<file path="src/rtl/imu_frame_deframer_scaler_unit_assert.svh">
// Assertion macros for the IMU frame deframer/scaler.
// Used by imu_frame_deframer_scaler_unit; expects clk and rst_n in scope.
`ifndef IMU_FRAME_DEFRAMER_SCALER_UNIT_ASSERT_SVH
`define IMU_FRAME_DEFRAMER_SCALER_UNIT_ASSERT_SVH

// checked only out of reset
`define IFDS_ASSERT(label, prop, msg) \
    label: assert property (@(posedge clk) disable iff (!rst_n) prop) else $error(msg);

// checked at every edge, reset included
`define IFDS_ASSERT_ALWAYS(label, prop, msg) \
    label: assert property (@(posedge clk) prop) else $error(msg);

`endif

</file>
<file path="src/rtl/ifds_pkg.sv">
// Shared types and constants for the IMU frame deframer/scaler.
// No dependencies.
package ifds_pkg;

    localparam int FRAME_LEN  = 22;
    localparam int WORD_COUNT = 10;
    localparam int FILL_W     = 5;
    localparam int STEP_W     = 4;
    localparam int PROD_W     = 49;

    localparam logic [7:0]  HEADER_BYTE = 8'h55;
    localparam logic [FILL_W-1:0] FILL_LAST = 5'd21;
    localparam logic [STEP_W-1:0] STEP_LAST = 4'd9;
    localparam logic [STEP_W-1:0] STEP_GYRO = 4'd3;
    localparam logic [STEP_W-1:0] STEP_QUAT = 4'd6;
    localparam logic signed [PROD_W-1:0] ROUND_BIAS = 49'sd8388608;

    localparam logic [31:0] ACCEL_COEFF_RST = 32'd1316226280;
    localparam logic [31:0] GYRO_COEFF_RST  = 32'd292817730;
    localparam logic [31:0] QUAT_COEFF_RST  = 32'd109951163;

    localparam logic [1:0] REG_ACCEL = 2'd0;
    localparam logic [1:0] REG_GYRO  = 2'd1;
    localparam logic [1:0] REG_QUAT  = 2'd2;

    typedef logic [WORD_COUNT-1:0][31:0] word_vec_t;

    typedef struct packed {
        logic accept;
        logic start;
        logic mul;
        logic acc;
        logic restore;
        logic drop;
        logic load_out;
    } ifds_cmd_t;

    typedef struct packed {
        logic fill_one;
        logic fill_last;
        logic hdr_next;
        logic step_last;
        logic sum_ok;
    } ifds_status_t;

endpackage

</file>
<file path="src/rtl/ifds_ctrl.sv">
// Sequencer for the IMU frame deframer/scaler.
// Depends on ifds_pkg; drives the command struct of ifds_dp.
module ifds_ctrl
(
    input  logic                  clk,
    input  logic                  rst_n,
    input  logic                  in_valid,
    output logic                  in_stall,
    output logic                  out_valid,
    input  logic                  out_stall,
    input  ifds_pkg::ifds_status_t status,
    output ifds_pkg::ifds_cmd_t   cmd
);
    import ifds_pkg::*;

    localparam logic [2:0] ST_IDLE    = 3'd0;
    localparam logic [2:0] ST_MUL     = 3'd1;
    localparam logic [2:0] ST_ACC     = 3'd2;
    localparam logic [2:0] ST_CHECK   = 3'd3;
    localparam logic [2:0] ST_PUBLISH = 3'd4;
    localparam logic [2:0] ST_RESTORE = 3'd5;
    localparam logic [2:0] ST_SHIFT   = 3'd6;

    logic [2:0] state_reg;
    logic [2:0] state_next;
    logic       out_valid_reg;
    logic       out_valid_next;

    assign in_stall  = (state_reg != ST_IDLE);
    assign out_valid = out_valid_reg;

    always_comb
    begin
        cmd            = '0;
        state_next     = state_reg;
        out_valid_next = out_valid_reg && out_stall;
        case (state_reg)
            ST_IDLE:
            begin
                if (in_valid)
                begin
                    cmd.accept = 1'b1;
                    if (status.fill_last)
                    begin
                        cmd.start  = 1'b1;
                        state_next = ST_MUL;
                    end
                end
            end
            ST_MUL:
            begin
                cmd.mul    = 1'b1;
                state_next = ST_ACC;
            end
            ST_ACC:
            begin
                cmd.acc    = 1'b1;
                state_next = status.step_last ? ST_CHECK : ST_MUL;
            end
            ST_CHECK:
            begin
                state_next = status.sum_ok ? ST_PUBLISH : ST_RESTORE;
            end
            ST_PUBLISH:
            begin
                if (!out_valid_reg || !out_stall)
                begin
                    cmd.load_out   = 1'b1;
                    out_valid_next = 1'b1;
                    state_next     = ST_IDLE;
                end
            end
            ST_RESTORE:
            begin
                cmd.restore = 1'b1;
                state_next  = ST_SHIFT;
            end
            ST_SHIFT:
            begin
                cmd.drop = 1'b1;
                if (status.fill_one || status.hdr_next)
                begin
                    state_next = ST_IDLE;
                end
            end
            default:
            begin
                state_next = ST_IDLE;
            end
        endcase
    end

    always_ff @(posedge clk or negedge rst_n)
    begin
        if (!rst_n)
        begin
            state_reg     <= ST_IDLE;
            out_valid_reg <= 1'b0;
        end
        else
        begin
            state_reg     <= state_next;
            out_valid_reg <= out_valid_next;
        end
    end

endmodule

</file>
<file path="src/rtl/ifds_dp.sv">
// Datapath for the IMU frame deframer/scaler: byte window, checksum,
// shared multiplier, staging and output words. Depends on ifds_pkg.
module ifds_dp
(
    input  logic                  clk,
    input  logic                  rst_n,
    input  logic [7:0]            rx_byte,
    input  logic [31:0]           accel_coeff,
    input  logic [31:0]           gyro_coeff,
    input  logic [31:0]           quat_coeff,
    input  ifds_pkg::ifds_cmd_t   cmd,
    output ifds_pkg::ifds_status_t status,
    output ifds_pkg::word_vec_t   out_word
);
    import ifds_pkg::*;

    logic [7:0]              win_reg  [FRAME_LEN];
    logic [7:0]              win_next [FRAME_LEN];
    logic [FILL_W-1:0]       fill_reg;
    logic [FILL_W-1:0]       fill_next;
    logic [STEP_W-1:0]       step_reg;
    logic [7:0]              sum_reg;
    logic signed [PROD_W-1:0] prod_reg;
    logic signed [PROD_W-1:0] prod_next;
    logic signed [PROD_W-1:0] rnd;
    logic signed [15:0]      raw;
    logic [31:0]             coeff;
    logic [31:0]             scaled;
    word_vec_t               stage_reg;
    word_vec_t               out_reg;
    logic                    keep_byte;

    assign keep_byte = (fill_reg != '0) || (rx_byte == HEADER_BYTE);

    assign status.fill_one  = (fill_reg == 5'd1);
    assign status.fill_last = (fill_reg == FILL_LAST);
    assign status.hdr_next  = (win_reg[1] == HEADER_BYTE);
    assign status.step_last = (step_reg == STEP_LAST);
    assign status.sum_ok    = (sum_reg == win_reg[1]);

    assign raw = $signed({win_reg[2], win_reg[1]});

    always_comb
    begin
        if (step_reg < STEP_GYRO)
            coeff = accel_coeff;
        else if (step_reg < STEP_QUAT)
            coeff = gyro_coeff;
        else
            coeff = quat_coeff;
    end

    assign prod_next = PROD_W'(raw) * PROD_W'($signed({1'b0, coeff}));
    assign rnd       = prod_reg + ROUND_BIAS;
    assign scaled    = {{7{rnd[PROD_W-1]}}, rnd[PROD_W-1:24]};

    always_comb
    begin
        win_next  = win_reg;
        fill_next = fill_reg;
        if (cmd.accept && keep_byte)
        begin
            win_next[fill_reg] = rx_byte;
            fill_next          = fill_reg + 5'd1;
        end
        if (cmd.acc || cmd.restore)
        begin
            for (int i = 0; i < FRAME_LEN; i++)
            begin
                win_next[i] = win_reg[(i + 2) % FRAME_LEN];
            end
        end
        if (cmd.drop)
        begin
            for (int i = 0; i < FRAME_LEN - 1; i++)
            begin
                win_next[i] = win_reg[i + 1];
            end
            fill_next = fill_reg - 5'd1;
        end
        if (cmd.load_out)
        begin
            fill_next = '0;
        end
    end

    always_ff @(posedge clk or negedge rst_n)
    begin
        if (!rst_n)
        begin
            fill_reg <= '0;
            step_reg <= '0;
        end
        else
        begin
            fill_reg <= fill_next;
            if (cmd.start)
                step_reg <= '0;
            else if (cmd.acc)
                step_reg <= step_reg + 4'd1;
        end
    end

    always_ff @(posedge clk)
    begin
        win_reg <= win_next;
        if (cmd.start)
            sum_reg <= '0;
        else if (cmd.mul)
            sum_reg <= sum_reg + win_reg[1] + win_reg[2];
        if (cmd.mul)
            prod_reg <= prod_next;
        if (cmd.acc)
            stage_reg[step_reg] <= scaled;
        if (cmd.load_out)
            out_reg <= stage_reg;
    end

    assign out_word = out_reg;

endmodule

</file>
<file path="src/rtl/imu_frame_deframer_scaler_unit.sv">
// Top level of the IMU frame deframer/scaler: APB register file plus
// controller and datapath. Depends on ifds_pkg, ifds_ctrl, ifds_dp.
//
// Takes one UART byte per request, accepted while no frame is being
// processed. Bytes before a 0x55 header are dropped; a 22-byte frame
// (header, 20 payload bytes, 8-bit additive checksum) is collected.
// After the last byte the ten int16 words go through one shared 16x33
// multiplier (a multiply then an accumulate state per word); a good frame
// is then checked and published (plus any wait for a held result to be
// taken). A bad checksum restores the window and drops bytes (at most 22)
// while resyncing to the next buffered 0x55. Each word is signed Q15.16:
// (raw*coeff+2^23)>>24; coefficients at 0x0 (accel), 0x4 (gyro), 0x8 (quat).
module imu_frame_deframer_scaler_unit
(
    input  logic               clk,
    input  logic               rst_n,
    input  logic               psel,
    input  logic               penable,
    input  logic               pwrite,
    input  logic [3:0]         paddr,
    input  logic [31:0]        pwdata,
    output logic [31:0]        prdata,
    output logic               pready,
    input  logic               in_valid,
    output logic               in_stall,
    input  logic [7:0]         rx_byte,
    output logic               out_valid,
    input  logic               out_stall,
    output logic signed [31:0] accel_x,
    output logic signed [31:0] accel_y,
    output logic signed [31:0] accel_z,
    output logic signed [31:0] rate_x,
    output logic signed [31:0] rate_y,
    output logic signed [31:0] rate_z,
    output logic signed [31:0] quat_w,
    output logic signed [31:0] quat_x,
    output logic signed [31:0] quat_y,
    output logic signed [31:0] quat_z
);
    import ifds_pkg::*;

    logic [31:0]  accel_coeff_reg;
    logic [31:0]  gyro_coeff_reg;
    logic [31:0]  quat_coeff_reg;
    logic         reg_wr;
    logic [1:0]   reg_idx;
    ifds_cmd_t    cmd;
    ifds_status_t status;
    word_vec_t    out_word;

    assign pready  = 1'b1;
    assign reg_wr  = psel && penable && pwrite;
    assign reg_idx = paddr[3:2];

    always_ff @(posedge clk or negedge rst_n)
    begin
        if (!rst_n)
        begin
            accel_coeff_reg <= ACCEL_COEFF_RST;
            gyro_coeff_reg  <= GYRO_COEFF_RST;
            quat_coeff_reg  <= QUAT_COEFF_RST;
        end
        else if (reg_wr)
        begin
            case (reg_idx)
                REG_ACCEL: accel_coeff_reg <= pwdata;
                REG_GYRO:  gyro_coeff_reg  <= pwdata;
                REG_QUAT:  quat_coeff_reg  <= pwdata;
                default:   ;
            endcase
        end
    end

    always_comb
    begin
        case (reg_idx)
            REG_ACCEL: prdata = accel_coeff_reg;
            REG_GYRO:  prdata = gyro_coeff_reg;
            REG_QUAT:  prdata = quat_coeff_reg;
            default:   prdata = '0;
        endcase
    end

    ifds_ctrl u_ctrl
    (
        .clk       (clk),
        .rst_n     (rst_n),
        .in_valid  (in_valid),
        .in_stall  (in_stall),
        .out_valid (out_valid),
        .out_stall (out_stall),
        .status    (status),
        .cmd       (cmd)
    );

    ifds_dp u_dp
    (
        .clk         (clk),
        .rst_n       (rst_n),
        .rx_byte     (rx_byte),
        .accel_coeff (accel_coeff_reg),
        .gyro_coeff  (gyro_coeff_reg),
        .quat_coeff  (quat_coeff_reg),
        .cmd         (cmd),
        .status      (status),
        .out_word    (out_word)
    );

    assign accel_x = $signed(out_word[0]);
    assign accel_y = $signed(out_word[1]);
    assign accel_z = $signed(out_word[2]);
    assign rate_x  = $signed(out_word[3]);
    assign rate_y  = $signed(out_word[4]);
    assign rate_z  = $signed(out_word[5]);
    assign quat_w  = $signed(out_word[6]);
    assign quat_x  = $signed(out_word[7]);
    assign quat_y  = $signed(out_word[8]);
    assign quat_z  = $signed(out_word[9]);

`include "imu_frame_deframer_scaler_unit_assert.svh"

    `IFDS_ASSERT(a_pub_sum_ok, cmd.load_out |-> status.sum_ok, "publish with bad checksum")
    `IFDS_ASSERT(a_pub_no_clobber, cmd.load_out |-> !(out_valid && out_stall), "held result overwritten")
    `IFDS_ASSERT_ALWAYS(a_rst_quiet, !rst_n |-> !out_valid, "result valid during reset")

endmodule

</file>
<file path="config.mk">
export PLATFORM = sky130hd
export DESIGN_NAME = imu_frame_deframer_scaler_unit
export DESIGN_NICKNAME = d
export VERILOG_FILES = /design/src/rtl/ifds_pkg.sv /design/src/rtl/ifds_ctrl.sv /design/src/rtl/ifds_dp.sv /design/src/rtl/imu_frame_deframer_scaler_unit.sv
export VERILOG_INCLUDE_DIRS = /design/src /design/src/rtl
export SDC_FILE = /design/constraint.sdc
export NUM_CORES = 2
export LEC_CHECK = 0
export ABC_AREA = 1
export BUFFER_PORTS_ARGS = -buffer_cell sky130_fd_sc_hd__buf_2
export CORE_ASPECT_RATIO = 1.5
export CORE_MARGIN = 3
export CORE_UTILIZATION = 40
export CTS_CLUSTER_SIZE = 14
export DETAILED_ROUTE_END_ITERATION = 6
export PLACE_DENSITY_LB_ADDON = 0.05
export SYNTH_ARGS = -nofsm -noshare
export SYNTH_HDL_FRONTEND = slang
export SYNTH_SLANG_ARGS = --single-unit
export TNS_END_PERCENT = 10
</file>
<file path="constraint.sdc">
create_clock -name clk -period 18 [get_ports clk]
set_input_delay 2.7 -clock clk [delete_from_list [all_inputs] [get_ports clk]]
set_output_delay 2.7 -clock clk [all_outputs]
set_load 0.02 [all_outputs]
</file>
==> qor.txt <==
Syn nets - 5215
Area used by multi-input combinational logic - 0.02086 mm2
Cell mode on critical path - fa_1
Max_cap viols - 0
WHS Path Cells - 0
Min cycle time layout - 8092 ps
Critical Path RT - 18400 ps
Post-Synthesis Cells - 4572
Die area - 0.1269 mm2
Setup-failing EPs final - 0
Mapped cell area - 0.04904 mm2
Wire length per cell - 22.09 um
Most common cell in the netlist - nand2_1
YS warnings - 0
Dominant cells by area after synthesis - edfxtp_1, fa_1, nand2_1
CP Capture Type - flip-flop
Starting Density - 0.4045
Vias in the first global route - 34170
ANT nets after route - 0
Register bit count reported by yosys - 819
Final WL - 144100 um
Clock root buffer - clkbuf_16
CP max FO - 63
Total track usage - 0.2276
Async SR Flop Fraction - 0.1331
Final hold vios - 0
Worst setup path class - flip-flop to flip-flop
Post-Route Skew - 34.05 ps
Final GP Congestion - 0.8977
Detailed-route via count - 33190
Antenna violations before repair - 1
CTS Buffer Depth - 3
Ports - 406
Placed inst area - 0.05240 mm2
Outcome - finished clean
Crit path arrival time - 8490 ps
Core area - 0.1212 mm2
Clk sink count - 819
Reg-to-reg startpoint - u_dp.step_reg[0]$_DFFE_PN0P_
Achievable Freq - 0.1236 GHz
Vias per cell - 5.087
Post-route cell area - 0.05489 mm2
Register area share after synthesis - 0.4898
Reg2reg setup slack - 9910 ps
Met3 WL - 6610 um
CP startpoint kind - flip-flop
Final Max Slew Viols - 0
M1 WL - 56160 um
# fillers - 11550
CTS buffer count - 80
Synth top cells by count - nand2_1, inv_1, edfxtp_1
First-pass detailed-route iteration total - 6
Area delta synth->final - 11.95%
Hold EP - u_dp.out_word[30]$_DFFE_PP_
Share of cells above drive strength 1 - 0.1438
EDFF count, synth - 702
Post-layout nets - 5525
Ys flop type - edfxtp_1
Hpwl dp - 108400 um
Die height - 434.8 um
Pin count of the biggest net entering global routing - 250
Synth area leader - edfxtp_1
Type of the worst min-delay path - flip-flop to flip-flop
# DRC - 0
I/O Buffers - 402
Highest layer used for signal routing - met4
Initial drt markers - 2024
Total grt overflow - 0
Clock Latency Late Sink - 680 ps
Global-route wire length before repair - 216900 um
Period utilization - 0.4496
Clock transition at the registers of the reported paths - 60 ps
# rows - 156
Reg area - 0.02402 mm2
H-tree depth - 3
Top-area cell type share of the netlist area - 0.4299
CP peak stage delay - 580 ps
Hold-fix buffers, CTS - 0
Met2 Wirelength - 75550 um
Critical R2R Capture - u_dp.prod_reg[46]$_DFFE_PP_
R2R depth - 28
Setup TNS - 0 ps
RSZ-0062 raised after global routing - no
Setup Fix Bufs, Post-CTS - 0
Worst path slowest cell - fa_1
Worst-Margin Slew - 1113 ps
Cell variety after synth - 53
Width of the die - 291.9 um
CTS tree - done
Syn Area/Cell - 10.73 um2
Resized cells post-CTS - 0
Hold_sp - u_dp.stage_reg[30]$_DFFE_PP_
Max-slew headroom - 0.2531
-- critical path, delay by kind of cell (launching register included) --
| kind | cells | cell delay, ps |
|---|---|---|
| xor+xnor | 1 | 150 |
| compound gates | 4 | 1030 |
| flops | 1 | 400 |
| fa+ha+maj | 8 | 3550 |
| simple gates | 7 | 1100 |
| buf+inv | 8 | 1460 |
-- worst max path at each step --
stage / end / start / slack (ps)
floorplan: u_dp.fill_reg[3]$_DFFE_PN0P_ / out_stall / 3040
global placement: u_dp.prod_reg[46]$_DFFE_PP_ / u_dp.step_reg[1]$_DFFE_PN0P_ / 9840
detailed placement: u_dp.prod_reg[46]$_DFFE_PP_ / u_dp.step_reg[1]$_DFFE_PN0P_ / 9830
CTS: u_dp.prod_reg[46]$_DFFE_PP_ / u_dp.step_reg[1]$_DFFE_PN0P_ / 9810
global route: u_dp.prod_reg[46]$_DFFE_PP_ / u_dp.step_reg[1]$_DFFE_PN0P_ / 9470
finish: u_dp.prod_reg[46]$_DFFE_PP_ / u_dp.step_reg[0]$_DFFE_PN0P_ / 9910
-- per-layer routing --
layer	vias to the layer above	GRT usage
met2	991	0.4188
met3	239	0.03249
met5	-	0
li1	15420	-
met1	16540	0.2666
met4	0	0.08811
-- per-stage QoR --
step | hold WS, ps | util | worst slack (ps) | instances
finish | 397.0 | 0.4529 | 9908 | 6525
global route | 416.9 | 0.4529 | 9473 | 6525
CTS | 398.6 | 0.4529 | 9812 | 6524
detailed placement | 404.5 | 0.4323 | 9835 | 6380
global placement | 400.3 | 0.4323 | 9840 | 6380
floorplan | 400.3 | - | 3043 | 4572
-- area by class of cell --
class	instances	share of cell area
inverters	788	0.05388
clock inverters	41	0.005858
diodes	1	0.00004559
repair buffers	476	0.04704
flip-flops and latches	819	0.4375
clock buffers	103	0.03961
multi-input cells	2717	0.3800
well taps	1580	0.03601
-- cells by family (layout without fill, tap and decap cells) --
family          Yosys count  count (layout)  synth area share
simple gates           1382            1382            0.1123
buf+inv                1036            1408           0.08688
flops                   819             819            0.4898
compound gates          687             687           0.08502
fa+ha+maj               592             592            0.2161
xor+xnor                 55              55          0.009824
other cells               1               2        0.00007647
-- placed cells by master (no fill, tap or decap), types with 12 or more instances in the layout --
cell | synthesis | final
nand2_1 | 862 | 857
inv_1 | 755 | 754
edfxtp_1 | 702 | 702
fa_1 | 425 | 425
buf_2 | 36 | 401
nor2_1 | 375 | 367
o21ai_0 | 300 | 299
ha_1 | 167 | 167
a22oi_1 | 152 | 152
a21oi_1 | 102 | 102
clkbuf_16 | 0 | 82
buf_4 | 87 | 74
dfrtp_1 | 69 | 69
o211ai_1 | 64 | 64
clkinv_1 | 22 | 42
nand3_1 | 42 | 42
dfstp_2 | 40 | 40
xor2_1 | 33 | 33
nor3_1 | 32 | 25
or2_2 | 23 | 23
xnor2_1 | 22 | 21
clkbuf_1 | 124 | 16
a221oi_1 | 15 | 15
a31oi_1 | 14 | 14
nand2_2 | 9 | 13
nand4_1 | 13 | 13
inv_2 | 11 | 12
Power is left out: the tool's default activity adds up to more than one toggle a clock period on the data nets, which glitch-free logic cannot reach.
